**config.mk**
```make
export PLATFORM = sky130hd
export DESIGN_NAME = i2c_display_command_writer_unit
export DESIGN_NICKNAME = d
export VERILOG_FILES = /design/src/hw/rtl/i2cdw_pkg.sv /design/src/hw/rtl/i2cdw_seq.sv /design/src/hw/rtl/i2cdw_out_reg.sv /design/src/hw/rtl/i2c_display_command_writer_unit.sv
export SDC_FILE = /design/constraint.sdc
export NUM_CORES = 1
export LEC_CHECK = 0
export BUFFER_PORTS_ARGS = -buffer_cell sky130_fd_sc_hd__buf_2
export CORE_ASPECT_RATIO = 0.6
export CORE_MARGIN = 2
export CORE_UTILIZATION = 40
export CTS_BUF_LIST = sky130_fd_sc_hd__clkbuf_8
export CTS_CLUSTER_DIAMETER = 30
export CTS_CLUSTER_SIZE = 10
export DETAILED_ROUTE_END_ITERATION = 8
export PLACE_DENSITY_LB_ADDON = 0.05
export SLEW_MARGIN = 20
export SYNTH_ARGS = -nofsm -noshare
export SYNTH_HDL_FRONTEND = slang
export SYNTH_SLANG_ARGS = --single-unit
```
**constraint.sdc**
```tcl
create_clock -name i_clk -period 3 [get_ports i_clk]
set_input_delay 0.45 -clock i_clk [delete_from_list [all_inputs] [get_ports i_clk]]
set_output_delay 0.45 -clock i_clk [all_outputs]
set_load 0.02 [all_outputs]
```
**src/hw/rtl/i2cdw_pkg.sv**
```systemverilog
// Shared types and constants for the I2C display command writer.
// Used by the sequencer, the output register and the top level.
package i2cdw_pkg;

    localparam int CFG_IDX_W   = 2;
    localparam int S_TDATA_W   = 24;
    localparam int M_TDATA_W   = 8;

    // Configuration register indexes
    localparam logic [CFG_IDX_W-1:0] CFG_HALF_PERIOD = 2'd0;
    localparam logic [CFG_IDX_W-1:0] CFG_DEV_ADDR    = 2'd1;

    localparam logic [7:0] HALF_PERIOD_RST = 8'd24;
    localparam logic [7:0] DEV_ADDR_RST    = 8'h78;
    localparam logic [7:0] CTRL_CMD        = 8'h00;
    localparam logic [7:0] CTRL_DATA       = 8'h40;
    localparam logic [4:0] PAGE_CMD_HI     = 5'b10110;  // 0xB0 >> 3
    localparam logic [3:0] COL_HI_CMD_HI   = 4'h1;      // 0x10 >> 4

    typedef enum logic [1:0] {
        OP_TICK     = 2'd0,
        OP_CMD_BYTE = 2'd1,
        OP_DATA     = 2'd2,
        OP_SET_ADDR = 2'd3
    } t_op;

    typedef enum logic [3:0] {
        PH_IDLE     = 4'd0,
        PH_START_A  = 4'd1,
        PH_START_B  = 4'd2,
        PH_START_C  = 4'd3,
        PH_BIT_SET  = 4'd4,
        PH_BIT_HIGH = 4'd5,
        PH_BIT_LOW  = 4'd6,
        PH_ACK_HIGH = 4'd7,
        PH_ACK_LOW  = 4'd8,
        PH_STOP_A   = 4'd9,
        PH_STOP_B   = 4'd10
    } t_phase;

    typedef struct packed {
        logic       sda_in;
        logic [6:0] column;
        logic [2:0] page;
        logic [7:0] byte_value;
        t_op        operation;
    } t_item;

    typedef struct packed {
        logic nack_seen;
        logic done_res;
        logic busy_res;
        logic sda_level;
        logic scl_level;
    } t_result;

endpackage

```
**src/hw/rtl/i2cdw_seq.sv**
```systemverilog
// Bus sequencer of the I2C display command writer: configuration registers,
// phase state and line drive. Depends on i2cdw_pkg.
module i2cdw_seq (
    input  logic                              i_clk,
    input  logic                              i_rst_n,
    input  logic                              i_cfg_we,
    input  logic [i2cdw_pkg::CFG_IDX_W-1:0]   i_cfg_index,
    input  logic [7:0]                        i_cfg_data,
    input  logic                              i_step,
    input  i2cdw_pkg::t_item                  i_item,
    output i2cdw_pkg::t_result                o_result
);
    import i2cdw_pkg::*;

    logic [7:0] r_half, r_dev_addr;
    t_phase     r_phase, n_phase;
    logic [7:0] r_delay, n_delay;
    logic [2:0] r_bit, n_bit;
    logic [1:0] r_byte_slot, n_byte_slot;
    logic [7:0] r_shift, n_shift;
    logic [1:0] r_cmd_slot, n_cmd_slot;
    logic [2:0] r_page, n_page;
    logic [6:0] r_column, n_column;
    logic [7:0] r_payload, n_payload;
    logic       r_is_data, n_is_data;
    logic       r_nack, n_nack;
    logic       r_scl, n_scl;
    logic       r_sda, n_sda;

    logic [7:0] hold_ticks;
    logic [7:0] delay_dec;
    logic [7:0] payload_byte;
    logic       enter;
    logic       done;

    // Configuration registers
    always_ff @(posedge i_clk) begin
        if (!i_rst_n) begin
            r_half     <= HALF_PERIOD_RST;
            r_dev_addr <= DEV_ADDR_RST;
        end else if (i_cfg_we) begin
            case (i_cfg_index)
                CFG_HALF_PERIOD: r_half     <= i_cfg_data;
                CFG_DEV_ADDR:    r_dev_addr <= i_cfg_data;
                default: ;
            endcase
        end
    end

    // Zero half period counts as one tick
    assign hold_ticks = (r_half == 8'd0) ? 8'd1 : r_half;
    assign delay_dec  = r_delay - 8'd1;

    // Payload of the current transaction
    always_comb begin
        if (!r_is_data && r_cmd_slot == 2'd0) begin
            payload_byte = {PAGE_CMD_HI, r_page};
        end else if (!r_is_data && r_cmd_slot == 2'd1) begin
            payload_byte = {COL_HI_CMD_HI, 1'b0, r_column[6:4]};
        end else begin
            payload_byte = r_payload;
        end
    end

    // Next phase and line levels for one tick
    always_comb begin
        n_phase     = r_phase;
        n_delay     = r_delay;
        n_bit       = r_bit;
        n_byte_slot = r_byte_slot;
        n_shift     = r_shift;
        n_cmd_slot  = r_cmd_slot;
        n_page      = r_page;
        n_column    = r_column;
        n_payload   = r_payload;
        n_is_data   = r_is_data;
        n_nack      = r_nack;
        n_scl       = r_scl;
        n_sda       = r_sda;
        enter       = 1'b0;
        done        = 1'b0;

        case (r_phase)
            PH_IDLE: begin
                if (i_item.operation != OP_TICK) begin
                    n_nack   = 1'b0;
                    n_page   = i_item.page;
                    n_column = i_item.column;
                    if (i_item.operation == OP_SET_ADDR) begin
                        n_is_data  = 1'b0;
                        n_cmd_slot = 2'd0;
                        n_payload  = {4'h0, i_item.column[3:0]};
                    end else begin
                        n_is_data  = (i_item.operation == OP_DATA);
                        n_cmd_slot = 2'd2;
                        n_payload  = i_item.byte_value;
                    end
                    n_phase = PH_START_A;
                    enter   = 1'b1;
                end
            end
            PH_START_A, PH_START_B, PH_START_C, PH_BIT_SET, PH_BIT_HIGH, PH_BIT_LOW,
            PH_ACK_HIGH, PH_ACK_LOW, PH_STOP_A, PH_STOP_B: begin
                n_delay = delay_dec;
                if (delay_dec == 8'd0) begin
                    enter = 1'b1;
                    case (r_phase)
                        PH_START_A:  n_phase = PH_START_B;
                        PH_START_B:  n_phase = PH_START_C;
                        PH_START_C: begin
                            n_byte_slot = 2'd0;
                            n_bit       = 3'd0;
                            n_shift     = r_dev_addr;
                            n_phase     = PH_BIT_SET;
                        end
                        PH_BIT_SET:  n_phase = PH_BIT_HIGH;
                        PH_BIT_HIGH: n_phase = PH_BIT_LOW;
                        PH_BIT_LOW: begin
                            n_shift = {r_shift[6:0], 1'b0};
                            n_bit   = r_bit + 3'd1;
                            n_phase = (n_bit == 3'd0) ? PH_ACK_HIGH : PH_BIT_SET;
                        end
                        PH_ACK_HIGH: begin
                            if (i_item.sda_in) begin
                                n_nack = 1'b1;
                            end
                            n_phase = PH_ACK_LOW;
                        end
                        PH_ACK_LOW: begin
                            if (r_byte_slot < 2'd2) begin
                                n_byte_slot = r_byte_slot + 2'd1;
                                n_shift     = (n_byte_slot == 2'd1)
                                            ? (r_is_data ? CTRL_DATA : CTRL_CMD)
                                            : payload_byte;
                                n_bit       = 3'd0;
                                n_phase     = PH_BIT_SET;
                            end else begin
                                n_phase = PH_STOP_A;
                            end
                        end
                        PH_STOP_A:   n_phase = PH_STOP_B;
                        default: begin
                            // End of stop: next command of the set or finish
                            if (r_cmd_slot < 2'd2) begin
                                n_cmd_slot = r_cmd_slot + 2'd1;
                                n_phase    = PH_START_A;
                            end else begin
                                enter   = 1'b0;
                                done    = 1'b1;
                                n_phase = PH_IDLE;
                                n_delay = 8'd0;
                                n_scl   = 1'b1;
                                n_sda   = 1'b1;
                            end
                        end
                    endcase
                end
            end
            default: begin
                // Unreachable code: release the lines and drop to idle
                n_phase = PH_IDLE;
                n_delay = 8'd0;
                n_scl   = 1'b1;
                n_sda   = 1'b1;
            end
        endcase

        // Phase entry: reload the delay and set the lines
        if (enter) begin
            n_delay = hold_ticks;
            case (n_phase)
                PH_START_A:  begin n_scl = 1'b1; n_sda = 1'b1; end
                PH_START_B:  n_sda = 1'b0;
                PH_START_C:  n_scl = 1'b0;
                PH_BIT_SET:  n_sda = n_shift[7];
                PH_BIT_HIGH: n_scl = 1'b1;
                PH_BIT_LOW:  n_scl = 1'b0;
                PH_ACK_HIGH: begin n_sda = 1'b1; n_scl = 1'b1; end
                PH_ACK_LOW:  n_scl = 1'b0;
                PH_STOP_A:   begin n_sda = 1'b0; n_scl = 1'b1; end
                PH_STOP_B:   n_sda = 1'b1;
                default: ;
            endcase
        end
    end

    // Result of this tick
    assign o_result.scl_level = n_scl;
    assign o_result.sda_level = n_sda;
    assign o_result.busy_res  = (n_phase != PH_IDLE);
    assign o_result.done_res  = done;
    assign o_result.nack_seen = done & n_nack;

    // Advance state on each transferred tick
    always_ff @(posedge i_clk) begin
        if (!i_rst_n) begin
            r_phase     <= PH_IDLE;
            r_delay     <= 8'd0;
            r_bit       <= 3'd0;
            r_byte_slot <= 2'd0;
            r_shift     <= 8'd0;
            r_cmd_slot  <= 2'd0;
            r_page      <= 3'd0;
            r_column    <= 7'd0;
            r_payload   <= 8'd0;
            r_is_data   <= 1'b0;
            r_nack      <= 1'b0;
            r_scl       <= 1'b1;
            r_sda       <= 1'b1;
        end else if (i_step) begin
            r_phase     <= n_phase;
            r_delay     <= n_delay;
            r_bit       <= n_bit;
            r_byte_slot <= n_byte_slot;
            r_shift     <= n_shift;
            r_cmd_slot  <= n_cmd_slot;
            r_page      <= n_page;
            r_column    <= n_column;
            r_payload   <= n_payload;
            r_is_data   <= n_is_data;
            r_nack      <= n_nack;
            r_scl       <= n_scl;
            r_sda       <= n_sda;
        end
    end

endmodule

```
**src/hw/rtl/i2cdw_out_reg.sv**
```systemverilog
// Output register of the I2C display command writer: holds one result
// until the downstream side takes it. Depends on i2cdw_pkg.
module i2cdw_out_reg (
    input  logic                                i_clk,
    input  logic                                i_rst_n,
    input  logic                                i_load,
    input  i2cdw_pkg::t_result                  i_result,
    output logic                                o_can_load,
    output logic                                o_m_tvalid,
    input  logic                                i_m_tready,
    output logic [i2cdw_pkg::M_TDATA_W-1:0]     o_m_tdata
);
    import i2cdw_pkg::*;

    logic    r_valid;
    t_result r_data;

    // Accept a new result when empty or when the held one leaves now
    assign o_can_load = !r_valid || i_m_tready;

    always_ff @(posedge i_clk) begin
        if (!i_rst_n) begin
            r_valid <= 1'b0;
        end else if (o_can_load) begin
            r_valid <= i_load;
        end
    end

    always_ff @(posedge i_clk) begin
        if (i_load && o_can_load) begin
            r_data <= i_result;
        end
    end

    assign o_m_tvalid = r_valid;
    assign o_m_tdata  = {(M_TDATA_W - $bits(t_result))'(0), r_data};

endmodule

```
**src/hw/rtl/i2c_display_command_writer_unit.sv**
```systemverilog
// I2C display command writer. Every transferred input item is one bus tick:
// the block advances its start/address/control/payload/stop sequence by that
// tick and returns one result with the SCL and SDA drive levels and the busy,
// done and NACK status. A tick is taken every clock cycle as long as the single
// output register is empty or its result is taken, so the input keeps flowing;
// a tick's result appears on the output in the cycle after the transfer. Each
// line phase lasts half_period_ticks ticks (zero counts as one), so one byte
// with its ack spans 26 phases. Configuration writes are taken at any cycle.
module i2c_display_command_writer_unit (
    input  logic                                i_clk,
    input  logic                                i_rst_n,
    // Input ticks
    input  logic                                i_s_tvalid,
    output logic                                o_s_tready,
    // [7:0] byte_value, [10:8] page, [17:11] column, [18] sda_in, rest zero
    input  logic [i2cdw_pkg::S_TDATA_W-1:0]     i_s_tdata,
    // [1:0] operation
    input  logic [1:0]                          i_s_tuser,
    // Results
    output logic                                o_m_tvalid,
    input  logic                                i_m_tready,
    // [0] scl_level, [1] sda_level, [2] busy_res, [3] done_res, [4] nack_seen
    output logic [i2cdw_pkg::M_TDATA_W-1:0]     o_m_tdata,
    // Configuration writes
    input  logic                                i_cfg_valid,
    output logic                                o_cfg_ready,
    input  logic [i2cdw_pkg::CFG_IDX_W-1:0]     i_cfg_index,
    input  logic [7:0]                          i_cfg_data
);
    import i2cdw_pkg::*;

    t_item   item;
    t_result result;
    logic    can_load;
    logic    step;

    // Unpack the input transfer
    assign item.operation  = t_op'(i_s_tuser);
    assign item.byte_value = i_s_tdata[7:0];
    assign item.page       = i_s_tdata[10:8];
    assign item.column     = i_s_tdata[17:11];
    assign item.sda_in     = i_s_tdata[18];

    assign o_s_tready  = can_load;
    assign step        = i_s_tvalid && can_load;
    assign o_cfg_ready = 1'b1;

    i2cdw_seq u_seq (
        .i_clk       (i_clk),
        .i_rst_n     (i_rst_n),
        .i_cfg_we    (i_cfg_valid),
        .i_cfg_index (i_cfg_index),
        .i_cfg_data  (i_cfg_data),
        .i_step      (step),
        .i_item      (item),
        .o_result    (result)
    );

    i2cdw_out_reg u_out_reg (
        .i_clk      (i_clk),
        .i_rst_n    (i_rst_n),
        .i_load     (step),
        .i_result   (result),
        .o_can_load (can_load),
        .o_m_tvalid (o_m_tvalid),
        .i_m_tready (i_m_tready),
        .o_m_tdata  (o_m_tdata)
    );

endmodule

```
==> flow_metrics.env <==
export IMPL_vias=3384
export IMPL_fmax_ghz=0.3386
export IMPL_io_buffers=42
export IMPL_min_period_ns=2.953
export IMPL_layout_common_cells="dfxtp_1 (61), nand2_1 (51), buf_2 (42)"
export IMPL_die_area_um2=10240
export IMPL_p_seq_share_pct=42.4
export IMPL_yosysWarnings=0
export IMPL_switching_power_uw=734.1
export IMPL_finalHoldViolations=0
export IMPL_ant_nets=0
export IMPL_ys_async_sr_fraction_pct=0
export IMPL_clockPowerShare_pct=31.9
export IMPL_grt_max_degree=36
export IMPL_firstDrtPassIters=4
export IMPL_postSynthAreaPerCell_um2=8.546
export IMPL_synth_top_area_share_pct=32.93
export IMPL_area_growth_pct=20.42
export IMPL_final_util_pct=49.57
export IMPL_powerDensity_nw_per_um2=519.0
export IMPL_cts_tree="yes"
export IMPL_die_h_um=79.19
export IMPL_cts_max_path_buffers=2
export IMPL_diodes=0
export IMPL_holdPathEnd="u_seq.r_dev_addr[3]"
export IMPL_grt_usage_pct=20.00
export IMPL_synth_top_cell_by_area="dfxtp_1"
export IMPL_r2r_end="u_out_reg.o_m_tdata[1]"
export IMPL_clk_latency_ns=0.35
export IMPL_vdd_ir_drop_max_uv=249.8
export IMPL_finalSetupTns_ns=0
export IMPL_timing_slew_headroom_pct=55.66
export IMPL_critical_path_endpoint_type="register"
export IMPL_cts_hold_fix_buffers=0
export IMPL_fill_cells=880
export IMPL_sw_frac_of_total_pct=31.17
export IMPL_syn_area_um2=3769
export IMPL_preCtsSetupSlack_ns=-0.05440
export IMPL_grt_pass1_vias=3156
export IMPL_setup_violations=0
export IMPL_p_comb_share_pct=25.7
export IMPL_grt_pass1_wl_um=15880
export IMPL_critPathKind="register to register"
export IMPL_cp_required_ns=3.10
export IMPL_leakagePower_nw=1.935
export IMPL_setup_ws_ns=0.04700
export IMPL_place_congestion=0.9170
export IMPL_hold_depth=3
export IMPL_timing_rr_start="u_seq.r_delay[0]"
export IMPL_p_total_mw=2.355
export IMPL_htree_levels=3
export IMPL_row_count=27
export IMPL_wl_um=9720
export IMPL_yosysUniqueCellTypes=65
export IMPL_clock_sinks=67
export IMPL_initial_utilization_pct=41.16
export IMPL_numCtsBuffers=9
export IMPL_synth_edff_count=5
export IMPL_overflow=0
export IMPL_drc=0
export IMPL_path_clk_slew_ns=0.07
export IMPL_rrSetupSlack_ns=0.05
export IMPL_clock_skew_ns=0.006883
export IMPL_synth_yosys_seq_area_share_pct=36.92
export IMPL_hold_path_class="primary input to register"
export IMPL_finalCritPeriodShare_pct=98.43
export IMPL_antenna_found_initial=0
export IMPL_nets=546
export IMPL_syn_instance_count=441
export IMPL_slew_violations=0
export IMPL_status="finished, final reports clean"
export IMPL_synth_flop_cell="dfxtp_1"
export IMPL_synth_area_leaders="dfxtp_1 (33%), mux2i_1 (5.3%), nand2_1 (5.1%)"
export IMPL_cp_arrival_ns=3.05
export IMPL_cp_max_fo=6
export IMPL_core_um2=9155
export IMPL_holdWs_ns=0.3386
export IMPL_tightest_slew_ns=0.6626
export IMPL_final_layout_size_suffix_gt1_share_pct=23.90
export IMPL_post_drt_wl_per_cell_um=15.38
export IMPL_cts_root_buf="clkbuf_8"
export IMPL_vias_per_cell=5.354
export IMPL_r2r_cells=10
export IMPL_layout_commonest_cell="dfxtp_1"
export IMPL_drt_initial_drc_count=189
export IMPL_ys_ff_latch=67
export IMPL_hold_start="i_cfg_data[3]"
export IMPL_rsz0062_at_grt="yes"
export IMPL_drv_cap=0
export IMPL_cp_start_kind="register"
export IMPL_place_hpwl_um=7164
export IMPL_p_int_mw=1.621
export IMPL_die_w_um=129.3
export IMPL_io_pins=52
==> sequential cells by signal, indices dropped and copies added (netlist names) <==
name                  count
u_seq.r_is_data           1
u_seq.r_shift             8
u_seq.r_phase             4
u_seq.r_payload           8
u_seq.r_half              8
u_seq.r_page              3
u_seq.r_dev_addr          8
u_seq.r_delay             8
u_seq.r_cmd_slot          2
u_seq.r_nack              1
u_seq.r_byte_slot         2
u_out_reg.o_m_tdata       5
u_seq.r_bit               3
u_seq.r_sda               1
u_out_reg.o_m_tvalid      1
u_seq.r_scl               1
u_seq.r_column            3
==> routing by layer <==
metal | global-route usage (%) | vias up | wire [um]
li1 | - | 1709 | -
met1 | 30.46 | 1588 | 5135
met2 | 27.32 | 78 | 3940
met3 | 5.189 | 9 | 534
met4 | 5.435 | 0 | 109
met5 | 0 | - | 0
==> layout make-up <==
type | count | area (um^2) | share of cell area [%]
inverters | 15 | 56.30 | 1.241
well taps | 130 | 162.7 | 3.584
clock inverters | 5 | 53.80 | 1.186
clock buffers | 10 | 137.6 | 3.033
flip-flops and latches | 67 | 1393 | 30.69
repair buffers | 77 | 476.7 | 10.50
multi-input cells | 328 | 2258 | 49.77
==> through the flow <==
stage / std cells / area (um^2)
6_report: 632 / 4538
4_1_cts: 627 / 4433
2_1_floorplan: 443 / 3784
3_3_place_gp: 612 / 4224
5_1_grt: 632 / 4538
3_5_place_dp: 612 / 4224
==> critical path, cell delays in order, from the launching register on <==
cell and delay (ns):
dfxtp_1 0.32, buf_4 0.15, or4_4 0.55, and4_4 0.22, buf_4 0.15, and4b_1 0.23, a211oi_4 0.37, and3_4 0.27
nor4b_4 0.05, or2_1 0.26, mux2i_1 0.13
==> cell usage after synthesis, drive strengths merged (6+ instances only) <==
| library cell | n |
|---|---|
| nor2 | 25 |
| nand2b | 12 |
| o211ai | 6 |
| mux2i | 20 |
| a21oi | 14 |
| a211oi | 6 |
| buf | 9 |
| ha | 7 |
| nor2b | 19 |
| dfxtp | 62 |
| nor3 | 11 |
| clkbuf | 24 |
| o21ai | 19 |
| o211a | 19 |
| a22oi | 12 |
| nand2 | 51 |
| nor4 | 6 |
| inv | 15 |
| nand3 | 18 |
| a21boi | 15 |
==> logic make-up after synthesis <==
family	Yosys count	synth area share, %
buffers and inverters	48	5.810
AND/OR/NAND/NOR	175	24.24
multiplexers	20	5.312
adder cells (fa/ha/maj)	7	2.324
other	2	0.1993
XOR/XNOR	4	0.9298
AO/OA/AOI/OAI	118	24.27
flip-flops	67	36.92
==> power by group through the flow <==
stage               Clock, mW  Combinational, mW  Sequential [mW]
finish                  0.751              0.606            0.998
global route            0.802              0.672             1.01
CTS                     0.770              0.568            0.996
detailed placement          0              0.560             1.02
global placement            0              0.556             1.02
floorplan                   0              0.383             1.02
==> worst max path at each step <==
stage | slack (ns) | endpoint | cells past startpoint | start
after global routing | -0.04 | u_out_reg.o_m_tdata[1] | 10 | u_seq.r_delay[0]
after detailed placement | -0.05 | u_out_reg.o_m_tdata[1] | 11 | u_seq.r_delay[1]
after floorplan | 0.00007 | u_out_reg.o_m_tdata[1] | 13 | u_seq.r_delay[1]
after CTS | 0.04 | u_out_reg.o_m_tdata[0] | 11 | u_seq.r_delay[1]
final | 0.05 | u_out_reg.o_m_tdata[1] | 10 | u_seq.r_delay[0]
after global placement | 0.02 | u_out_reg.o_m_tdata[1] | 11 | u_seq.r_delay[1]
==> repair_timing <==
action / in CTS / in global routing
gates resized for setup: 3 / 15
buffers inserted: 0 / 5
endpoints found under the setup margin: 3 / 4
pin swaps: 0 / 7
(Power assumes the default switching activity.)
